[config.mk]
export PLATFORM = sky130hd
export DESIGN_NAME = color_blend_modes
export DESIGN_NICKNAME = d
export VERILOG_FILES = /design/src/cbm_pkg.sv /design/src/color_blend_modes.sv /design/src/cbm_ctrl.sv /design/src/cbm_lane.sv
export SDC_FILE = /design/constraint.sdc
export NUM_CORES = 2
export LEC_CHECK = 0
export BUFFER_PORTS_ARGS = -buffer_cell sky130_fd_sc_hd__buf_4
export CAP_MARGIN = 25
export CORE_MARGIN = 3
export CORE_UTILIZATION = 50
export DETAILED_ROUTE_END_ITERATION = 12
export GPL_TIMING_DRIVEN = 0
export PLACE_DENSITY = 0.69
export SKIP_CTS_REPAIR_TIMING = 1
export SLEW_MARGIN = 10
export SYNTH_ARGS = -nofsm -noshare
export SYNTH_HDL_FRONTEND = slang
export SYNTH_SLANG_ARGS = --single-unit
[constraint.sdc]
create_clock -name clk -period 9.2 [get_ports clk]
set_input_delay 1.38 -clock clk [delete_from_list [all_inputs] [get_ports clk]]
set_output_delay 1.38 -clock clk [all_outputs]
set_load 0.02 [all_outputs]
[src/cbm_pkg.sv]
// Shared widths, register codes, blend mode codes and stage-enable type
// for the color blend block. No dependencies.
package cbm_pkg;

	localparam int FRACTION_BITS = 12;

	// Port field widths
	localparam int IN_W      = 13;
	localparam int FACTOR_W  = 16;
	localparam int OUT_W     = 14;
	localparam int ALPHA_W   = 13;
	localparam int MODE_W    = 3;
	localparam int CFG_W     = 13;
	localparam int CFG_IDX_W = 1;

	// Internal datapath widths
	localparam int Q_W = FRACTION_BITS + 1;   // 0..ONE
	localparam int V_W = Q_W + 1;             // 0..2*ONE
	localparam int D_W = V_W + 1;             // signed v - x
	localparam int P_W = 2 * Q_W;             // mode product
	localparam int M_W = D_W + Q_W + 1;       // signed (v - x) * t

	localparam logic [Q_W-1:0] ONE  = Q_W'(1) << FRACTION_BITS;
	localparam logic [Q_W-1:0] HALF = ONE >> 1;

	// Configuration register indexes
	localparam logic [CFG_IDX_W-1:0] REG_BLEND_MODE     = 1'd0;
	localparam logic [CFG_IDX_W-1:0] REG_DEFAULT_AMOUNT = 1'd1;

	// Blend modes; the unused code falls back to mix
	localparam logic [MODE_W-1:0] MODE_MIX      = 3'd0;
	localparam logic [MODE_W-1:0] MODE_ADD      = 3'd1;
	localparam logic [MODE_W-1:0] MODE_MULTIPLY = 3'd2;
	localparam logic [MODE_W-1:0] MODE_SCREEN   = 3'd3;
	localparam logic [MODE_W-1:0] MODE_OVERLAY  = 3'd4;
	localparam logic [MODE_W-1:0] MODE_DARKEN   = 3'd5;
	localparam logic [MODE_W-1:0] MODE_LIGHTEN  = 3'd6;

	// Load enables for the five pipeline stages
	typedef struct packed {
		logic s1;
		logic s2;
		logic s3;
		logic s4;
		logic s5;
	} pipe_en_t;

	function automatic logic [Q_W-1:0] sat_chan(input logic [IN_W-1:0] v);
		logic [Q_W-1:0] r;
		if (v > IN_W'(ONE)) begin
			r = ONE;
		end else begin
			r = v[Q_W-1:0];
		end
		return r;
	endfunction

endpackage

[src/color_blend_modes.sv]
// Top level of the RGBA color blend block: config registers, factor select,
// four channel lanes and the merged output register. Depends on cbm_pkg,
// cbm_ctrl and cbm_lane.
//
//   Channel  | Handshake               | Payload
//   ---------+-------------------------+--------------------------------------
//   input    | in_valid / in_stall     | a_*, b_*, factor, factor_present
//   output   | out_valid / out_stall   | out_red, out_green, out_blue, out_alpha
//   config   | cfg_we                  | cfg_index, cfg_wdata
//
// One beat per clock sustained while out_stall is low; five stages (saturate,
// mode multiply, mode value, lerp multiply, output) carry each beat from the
// accepting edge into the output register. Reset clears valids and loads the
// register defaults. Stall on the output fills bubbles first; input stall
// rises only when every stage holds a beat.
module color_blend_modes (
	input  logic                            clk,
	input  logic                            arst_n,
	input  logic                            cfg_we,
	input  logic [cbm_pkg::CFG_IDX_W-1:0]   cfg_index,
	input  logic [cbm_pkg::CFG_W-1:0]       cfg_wdata,
	input  logic                            in_valid,
	output logic                            in_stall,
	input  logic [cbm_pkg::IN_W-1:0]        a_red,
	input  logic [cbm_pkg::IN_W-1:0]        a_green,
	input  logic [cbm_pkg::IN_W-1:0]        a_blue,
	input  logic [cbm_pkg::IN_W-1:0]        a_alpha,
	input  logic [cbm_pkg::IN_W-1:0]        b_red,
	input  logic [cbm_pkg::IN_W-1:0]        b_green,
	input  logic [cbm_pkg::IN_W-1:0]        b_blue,
	input  logic [cbm_pkg::IN_W-1:0]        b_alpha,
	input  logic signed [cbm_pkg::FACTOR_W-1:0] factor,
	input  logic                            factor_present,
	output logic                            out_valid,
	input  logic                            out_stall,
	output logic [cbm_pkg::OUT_W-1:0]       out_red,
	output logic [cbm_pkg::OUT_W-1:0]       out_green,
	output logic [cbm_pkg::OUT_W-1:0]       out_blue,
	output logic [cbm_pkg::ALPHA_W-1:0]     out_alpha
);
	import cbm_pkg::*;

	logic [MODE_W-1:0] blend_mode_q;
	logic [CFG_W-1:0]  default_amount_q;

	always_ff @(posedge clk or negedge arst_n) begin
		if (!arst_n) begin
			blend_mode_q     <= MODE_MIX;
			default_amount_q <= CFG_W'(HALF);
		end else if (cfg_we) begin
			case (cfg_index)
				REG_BLEND_MODE:     blend_mode_q     <= cfg_wdata[MODE_W-1:0];
				REG_DEFAULT_AMOUNT: default_amount_q <= cfg_wdata;
				default: begin
				end
			endcase
		end
	end

	pipe_en_t en;

	cbm_ctrl u_ctrl (
		.clk       (clk),
		.arst_n    (arst_n),
		.in_valid  (in_valid),
		.in_stall  (in_stall),
		.out_valid (out_valid),
		.out_stall (out_stall),
		.en        (en)
	);

	// Clamp the blend factor to 0..ONE
	logic [Q_W-1:0] amount;

	always_comb begin
		if (factor_present) begin
			if (factor[FACTOR_W-1]) begin
				amount = '0;
			end else if (factor[FACTOR_W-2:0] > (FACTOR_W-1)'(ONE)) begin
				amount = ONE;
			end else begin
				amount = factor[Q_W-1:0];
			end
		end else begin
			amount = sat_chan(default_amount_q);
		end
	end

	logic [Q_W-1:0] amount_s1, amount_s2, amount_s3;

	always_ff @(posedge clk) begin
		if (en.s1) amount_s1 <= amount;
		if (en.s2) amount_s2 <= amount_s1;
		if (en.s3) amount_s3 <= amount_s2;
	end

	logic [V_W-1:0] res_red, res_green, res_blue, res_alpha;

	cbm_lane u_lane_red (
		.clk (clk), .en (en), .a (a_red), .b (b_red), .mode (blend_mode_q),
		.amount_s3 (amount_s3), .result (res_red)
	);

	cbm_lane u_lane_green (
		.clk (clk), .en (en), .a (a_green), .b (b_green), .mode (blend_mode_q),
		.amount_s3 (amount_s3), .result (res_green)
	);

	cbm_lane u_lane_blue (
		.clk (clk), .en (en), .a (a_blue), .b (b_blue), .mode (blend_mode_q),
		.amount_s3 (amount_s3), .result (res_blue)
	);

	// Alpha is a plain lerp toward B
	cbm_lane u_lane_alpha (
		.clk (clk), .en (en), .a (a_alpha), .b (b_alpha), .mode (MODE_MIX),
		.amount_s3 (amount_s3), .result (res_alpha)
	);

	always_ff @(posedge clk) begin
		if (en.s5) begin
			out_red   <= res_red[OUT_W-1:0];
			out_green <= res_green[OUT_W-1:0];
			out_blue  <= res_blue[OUT_W-1:0];
			out_alpha <= res_alpha[ALPHA_W-1:0];
		end
	end

endmodule

[src/cbm_ctrl.sv]
// Valid tracking and stall propagation for the five-stage blend pipeline.
// Depends on cbm_pkg for the stage-enable struct.
module cbm_ctrl (
	input  logic              clk,
	input  logic              arst_n,
	input  logic              in_valid,
	output logic              in_stall,
	output logic              out_valid,
	input  logic              out_stall,
	output cbm_pkg::pipe_en_t en
);
	import cbm_pkg::*;

	localparam int NUM_STG = 5;

	logic [NUM_STG-1:0] vld_q;
	logic [NUM_STG-1:0] rdy;
	logic [NUM_STG-1:0] ld;
	logic [NUM_STG-1:0] upstream;

	// A stage takes a beat when it is empty or its own content moves on
	always_comb begin
		rdy[NUM_STG-1] = !vld_q[NUM_STG-1] || !out_stall;
		for (int k = NUM_STG - 2; k >= 0; k--) begin
			rdy[k] = !vld_q[k] || rdy[k+1];
		end
	end

	assign upstream = {vld_q[NUM_STG-2:0], in_valid};
	assign ld       = rdy & upstream;

	always_ff @(posedge clk or negedge arst_n) begin
		if (!arst_n) begin
			vld_q <= '0;
		end else begin
			for (int k = 0; k < NUM_STG; k++) begin
				if (rdy[k]) begin
					vld_q[k] <= upstream[k];
				end
			end
		end
	end

	assign in_stall  = !rdy[0];
	assign out_valid = vld_q[NUM_STG-1];

	assign en.s1 = ld[0];
	assign en.s2 = ld[1];
	assign en.s3 = ld[2];
	assign en.s4 = ld[3];
	assign en.s5 = ld[4];

endmodule

[src/cbm_lane.sv]
// One color channel lane: saturate, mode product, mode value, lerp from A toward the mode value.
// Depends on cbm_pkg for widths, mode codes and the stage-enable struct.
module cbm_lane (
	input  logic                     clk,
	input  cbm_pkg::pipe_en_t        en,
	input  logic [cbm_pkg::IN_W-1:0] a,
	input  logic [cbm_pkg::IN_W-1:0] b,
	input  logic [cbm_pkg::MODE_W-1:0] mode,
	input  logic [cbm_pkg::Q_W-1:0]  amount_s3,
	output logic [cbm_pkg::V_W-1:0]  result
);
	import cbm_pkg::*;

	// Stage 1: saturated inputs
	logic [Q_W-1:0]    x_s1, y_s1;
	logic [MODE_W-1:0] mode_s1;

	always_ff @(posedge clk) begin
		if (en.s1) begin
			x_s1    <= sat_chan(a);
			y_s1    <= sat_chan(b);
			mode_s1 <= mode;
		end
	end

	// Stage 2: pick multiplier operands, or a direct value for the simple modes
	logic [Q_W-1:0] p, q;
	logic [V_W-1:0] alt;
	logic           use_prod, dbl, inv;

	always_comb begin
		p        = x_s1;
		q        = y_s1;
		alt      = V_W'(y_s1);
		use_prod = 1'b0;
		dbl      = 1'b0;
		inv      = 1'b0;
		case (mode_s1)
			MODE_ADD: begin
				alt = V_W'(x_s1) + V_W'(y_s1);
			end
			MODE_MULTIPLY: begin
				use_prod = 1'b1;
			end
			MODE_SCREEN: begin
				p        = ONE - x_s1;
				q        = ONE - y_s1;
				use_prod = 1'b1;
				inv      = 1'b1;
			end
			MODE_OVERLAY: begin
				use_prod = 1'b1;
				dbl      = 1'b1;
				if (x_s1 >= HALF) begin
					p   = ONE - x_s1;
					q   = ONE - y_s1;
					inv = 1'b1;
				end
			end
			MODE_DARKEN: begin
				alt = (x_s1 < y_s1) ? V_W'(x_s1) : V_W'(y_s1);
			end
			MODE_LIGHTEN: begin
				alt = (x_s1 > y_s1) ? V_W'(x_s1) : V_W'(y_s1);
			end
			default: begin
				alt = V_W'(y_s1);
			end
		endcase
	end

	logic [P_W-1:0] prod_s2;
	logic [V_W-1:0] alt_s2;
	logic [Q_W-1:0] x_s2;
	logic           use_prod_s2, dbl_s2, inv_s2;

	always_ff @(posedge clk) begin
		if (en.s2) begin
			prod_s2     <= P_W'(p) * P_W'(q);
			alt_s2      <= alt;
			x_s2        <= x_s1;
			use_prod_s2 <= use_prod;
			dbl_s2      <= dbl;
			inv_s2      <= inv;
		end
	end

	// Stage 3: finish the mode value and form v - x
	logic [P_W-1:0] sh_full;
	logic [V_W-1:0] sh, v;
	logic signed [D_W-1:0] d;

	always_comb begin
		// doubling the product is one bit less of downshift
		sh_full = dbl_s2 ? (prod_s2 >> (FRACTION_BITS - 1)) : (prod_s2 >> FRACTION_BITS);
		sh      = sh_full[V_W-1:0];
		if (!use_prod_s2) begin
			v = alt_s2;
		end else if (inv_s2) begin
			v = V_W'(ONE) - sh;
		end else begin
			v = sh;
		end
		d = $signed({1'b0, v}) - $signed({2'b00, x_s2});
	end

	logic signed [D_W-1:0] d_s3;
	logic [Q_W-1:0]        x_s3;

	always_ff @(posedge clk) begin
		if (en.s3) begin
			d_s3 <= d;
			x_s3 <= x_s2;
		end
	end

	// Stage 4: (v - x) * t
	logic signed [M_W-1:0] m_s4;
	logic [Q_W-1:0]        x_s4;

	always_ff @(posedge clk) begin
		if (en.s4) begin
			m_s4 <= M_W'(d_s3) * M_W'($signed({1'b0, amount_s3}));
			x_s4 <= x_s3;
		end
	end

	// Final add feeds the output register; arithmetic shift floors
	logic signed [M_W-1:0] sum;

	always_comb begin
		sum = $signed(M_W'({1'b0, x_s4})) + (m_s4 >>> FRACTION_BITS);
		if (sum < 0) begin
			result = '0;
		end else begin
			result = sum[V_W-1:0];
		end
	end

endmodule

==> impl_metrics.prom <==
# TYPE chip_impl_metric gauge
chip_impl_metric{name="hold_viol",unit=""} 0
chip_impl_metric{name="nFillCells",unit=""} 13056
chip_impl_metric{name="path_max_fanout",unit=""} 10
chip_impl_metric{name="slew-limit-headroom",unit="%"} 22.2
chip_impl_metric{name="ctsLongestPathBuffers",unit=""} 3
chip_impl_info{name="synth_flop_cell",value="edfxtp_1"} 1
chip_impl_metric{name="drtIter0Drc",unit=""} 3700
chip_impl_info{name="timing_worst_setup_path_type",value="register to register"} 1
chip_impl_info{name="clock_tree_from_tritoncts",value="built"} 1
chip_impl_metric{name="drt-vias-per-instance",unit=""} 5.43
chip_impl_metric{name="asyncSetResetFlopFracSynth",unit="%"} 3.45
chip_impl_metric{name="postSynthRegisterBits",unit=""} 609
chip_impl_metric{name="design.core.area",unit="um^2"} 149000
chip_impl_info{name="cell_type_of_the_slowest_stage_on_the_worst_timing_path",value="xnor2_1"} 1
chip_impl_metric{name="largest_net_degree_at_the_start_of_global_routing",unit=""} 59
chip_impl_info{name="crit-reg2reg-capture",value="u_lane_red.prod_s2[23]"} 1
chip_impl_metric{name="gp_congestion",unit=""} 0.977
chip_impl_info{name="hold_path_class",value="register to register"} 1
chip_impl_metric{name="max_cap_viol_count",unit=""} 0
chip_impl_info{name="critical_path.most_common_cell",value="fa_1"} 1
chip_impl_metric{name="final_critical_path_setup_slack",unit="ns"} 0.516
chip_impl_metric{name="number_of_warnings_issued_by_yosys",unit=""} 0
chip_impl_metric{name="vias",unit=""} 53747
chip_impl_metric{name="ff2ff_setup_slack",unit="ns"} 0.52
chip_impl_info{name="synth.area.top_cells",value="fa_1 (30%), edfxtp_1 (23%), ha_1 (11%)"} 1
chip_impl_metric{name="post-synth-top-area-fraction",unit="%"} 29.8
chip_impl_metric{name="number_of_distinct_standard_cells_referenced_by_the_synthesized_netlist",unit=""} 78
chip_impl_metric{name="netlist_area",unit="um^2"} 75200
chip_impl_metric{name="initial_core_util",unit="%"} 50.6
chip_impl_metric{name="numCtsBuffers",unit=""} 75
chip_impl_metric{name="timing.critical_path.arrival",unit="ns"} 9.11
chip_impl_metric{name="hpwlAfterDp",unit="um"} 173000
chip_impl_metric{name="design.die.area",unit="um^2"} 155000
chip_impl_metric{name="period_minus_slack",unit="ns"} 8.68
chip_impl_metric{name="critical_path_rt",unit="ns"} 9.63
chip_impl_info{name="r2r_start",value="u_lane_green.mode_s1[2]"} 1
chip_impl_metric{name="die_w",unit="um"} 394
chip_impl_metric{name="wl_per_cell",unit="um"} 21.0
chip_impl_metric{name="clock_sinks",unit=""} 609
chip_impl_metric{name="clkLatencyLatePin",unit="ns"} 0.70
chip_impl_metric{name="antenna_found_initial",unit=""} 17
chip_impl_metric{name="finalCritPeriodShare",unit="%"} 94.4
chip_impl_metric{name="vias_in_the_first_global_route",unit=""} 56650
chip_impl_metric{name="synth.avg_cell_area",unit="um^2"} 10.0
chip_impl_metric{name="worst_reg2reg_path_depth",unit=""} 29
chip_impl_info{name="layout.cells.most_common_list",value="inv_1 (1484), fa_1 (1120), nand2_1 (780)"} 1
chip_impl_metric{name="areaGrowthSynthToFinish",unit="%"} 9.57
chip_impl_metric{name="number_of_i_o_port_buffers",unit=""} 196
chip_impl_metric{name="finish.net_count",unit=""} 9750
chip_impl_metric{name="worstMarginPinSlew",unit="ns"} 1.17
chip_impl_metric{name="grt_use_total",unit="%"} 27.2
chip_impl_metric{name="yosysSeqAreaShare",unit="%"} 24.2
chip_impl_info{name="cp-end-kind",value="register"} 1
chip_impl_info{name="most_common_cell_after_layout_fill_and_taps_aside",value="inv_1"} 1
chip_impl_metric{name="dr.pass1.iters",unit=""} 6
chip_impl_metric{name="synth-edff-count",unit=""} 588
chip_impl_metric{name="globalRoute.totalOverflow",unit=""} 0
chip_impl_metric{name="core.rowCount",unit=""} 141
chip_impl_info{name="synthDominantAreaCellType",value="fa_1"} 1
chip_impl_metric{name="layout-drive-gt1-share",unit="%"} 5.85
chip_impl_info{name="min_delay_worst_endpoint",value="u_lane_alpha.x_s2[10]"} 1
chip_impl_info{name="rsz0062_at_grt",value="false"} 1
chip_impl_metric{name="place_worst_setup_slack",unit="ns"} 0.0867
chip_impl_metric{name="dp_cells",unit=""} 9741
chip_impl_metric{name="clkTransAtPathRegs",unit="ns"} 0.06
chip_impl_metric{name="whs_path_cells",unit=""} 0
chip_impl_info{name="clock-root-buffer",value="clkbuf_16"} 1
chip_impl_metric{name="cp_slowest_stage_delay",unit="ns"} 0.64
chip_impl_metric{name="syn-num-nets",unit=""} 9448
chip_impl_info{name="run_status",value="finished, final reports clean"} 1
chip_impl_metric{name="timing.final.setup_violations",unit=""} 0
chip_impl_metric{name="final-max-slew-violation-count",unit=""} 0
chip_impl_metric{name="fin_skew",unit="ns"} 0.0342
chip_impl_metric{name="grt_pass1_wl",unit="um"} 324000
chip_impl_metric{name="pin_count",unit=""} 197
chip_impl_metric{name="htreeDepth",unit=""} 3
chip_impl_metric{name="maxClockFrequency",unit="MHz"} 115
chip_impl_metric{name="postSynthCellCount",unit=""} 7518
chip_impl_metric{name="die_h",unit="um"} 394
chip_impl_metric{name="route.detailed.drc",unit=""} 0
chip_impl_info{name="timing.critical_path.from_type",value="register"} 1
chip_impl_metric{name="final_cells",unit=""} 9893
chip_impl_info{name="hold_path_start",value="u_lane_alpha.x_s1[10]"} 1
chip_impl_metric{name="ant_nets",unit=""} 0
chip_impl_metric{name="finalWirelength",unit="um"} 208000
metrics by stage:
stage | instance area [um^2] | hold WS [ns] | utilization [%] | TNS (ns)
2_1_floorplan | 75200 | 0.400 | - | 0
3_3_place_gp | 79100 | 0.402 | 53.3 | -194.92
3_5_place_dp | 79600 | 0.405 | 53.6 | 0
4_1_cts | 82300 | 0.414 | 55.4 | 0
5_1_grt | 82300 | 0.421 | 55.4 | 0
6_report | 82400 | 0.413 | 55.4 | 0
routing by layer:
metal / vias to the layer above / wire length [um] / global-route usage, %
met2: 1918 / 101000 / 45.8
met5: - / 34 / 0
met4: 6 / 10600 / 12.6
met1: 26995 / 81900 / 34.4
li1: 24353 / - / -
met3: 475 / 14600 / 4.64
Yosys cell counts (all sizes together), types with 104 or more instances:
| library cell | number |
|---|---|
| clkbuf | 244 |
| and2 | 511 |
| nand2 | 780 |
| inv | 1484 |
| ha | 670 |
| a21oi | 178 |
| fa | 1120 |
| xnor2 | 249 |
| edfxtp | 588 |
| o21ai | 148 |
| nor2b | 145 |
| nor2 | 442 |
| xor2 | 104 |
registers in the layout, summed over array words and instances (netlist names), 16 cells and up:
name               flops
u_lane_green.m_s4     17
u_lane_alpha.m_s4     16
u_lane_blue.m_s4      17
u_lane_red.m_s4       17
cell families after synthesis:
| family | after synthesis | share of synthesized area [%] |
|---|---|---|
| multiplexers | 121 | 1.72 |
| flip-flops | 609 | 24.2 |
| adder cells (fa/ha/maj) | 1790 | 41.0 |
| AO/OA/AOI/OAI | 702 | 6.19 |
| buffers and inverters | 1742 | 8.71 |
| AND/OR/NAND/NOR | 2201 | 14.1 |
| XOR/XNOR | 353 | 4.11 |
worst max path at each step:
stage | startpoint | endpoint | slack (ns) | cells past startpoint
after CTS | u_lane_green.mode_s1[0] | u_lane_green.prod_s2[25] | 0.04 | 28
after global placement | out_stall | u_lane_alpha.x_s4[10] | -1.28 | 3
final | u_lane_green.mode_s1[2] | u_lane_red.prod_s2[23] | 0.52 | 29
after floorplan | out_stall | u_lane_alpha.m_s4[12] | 1.74 | 2
after global routing | u_lane_green.mode_s1[2] | u_lane_red.prod_s2[23] | 0.03 | 29
after detailed placement | u_lane_green.mode_s1[0] | u_lane_green.prod_s2[25] | 0.09 | 28
critical path, delay by kind of cell (launching register included):
kind | cells | cell delay (ns)
adders and majority gates | 6 | 2.83
AOI/OAI and AO/OA | 8 | 1.92
buffers and inverters | 8 | 1.67
and+or+nand+nor | 5 | 0.81
xor gates and xnor gates | 2 | 0.77
DFF | 1 | 0.42
cell type report:
class	count	area (um^2)	area share [%]
Tap cell	2002	2500	3.04
Timing Repair Buffer	225	1970	2.39
Clock inverter	56	747	0.907
Clock buffer	82	1900	2.31
Sequential cell	609	18200	22.1
Antenna cell	10	25.0	0.0304
Buffer	256	968	1.18
Inverter	1486	5580	6.77
Multi-Input combinational cell	5167	50500	61.3
Power is not shown: default switching activity piles up to over one toggle a cycle in this logic, so the estimate is an artifact.
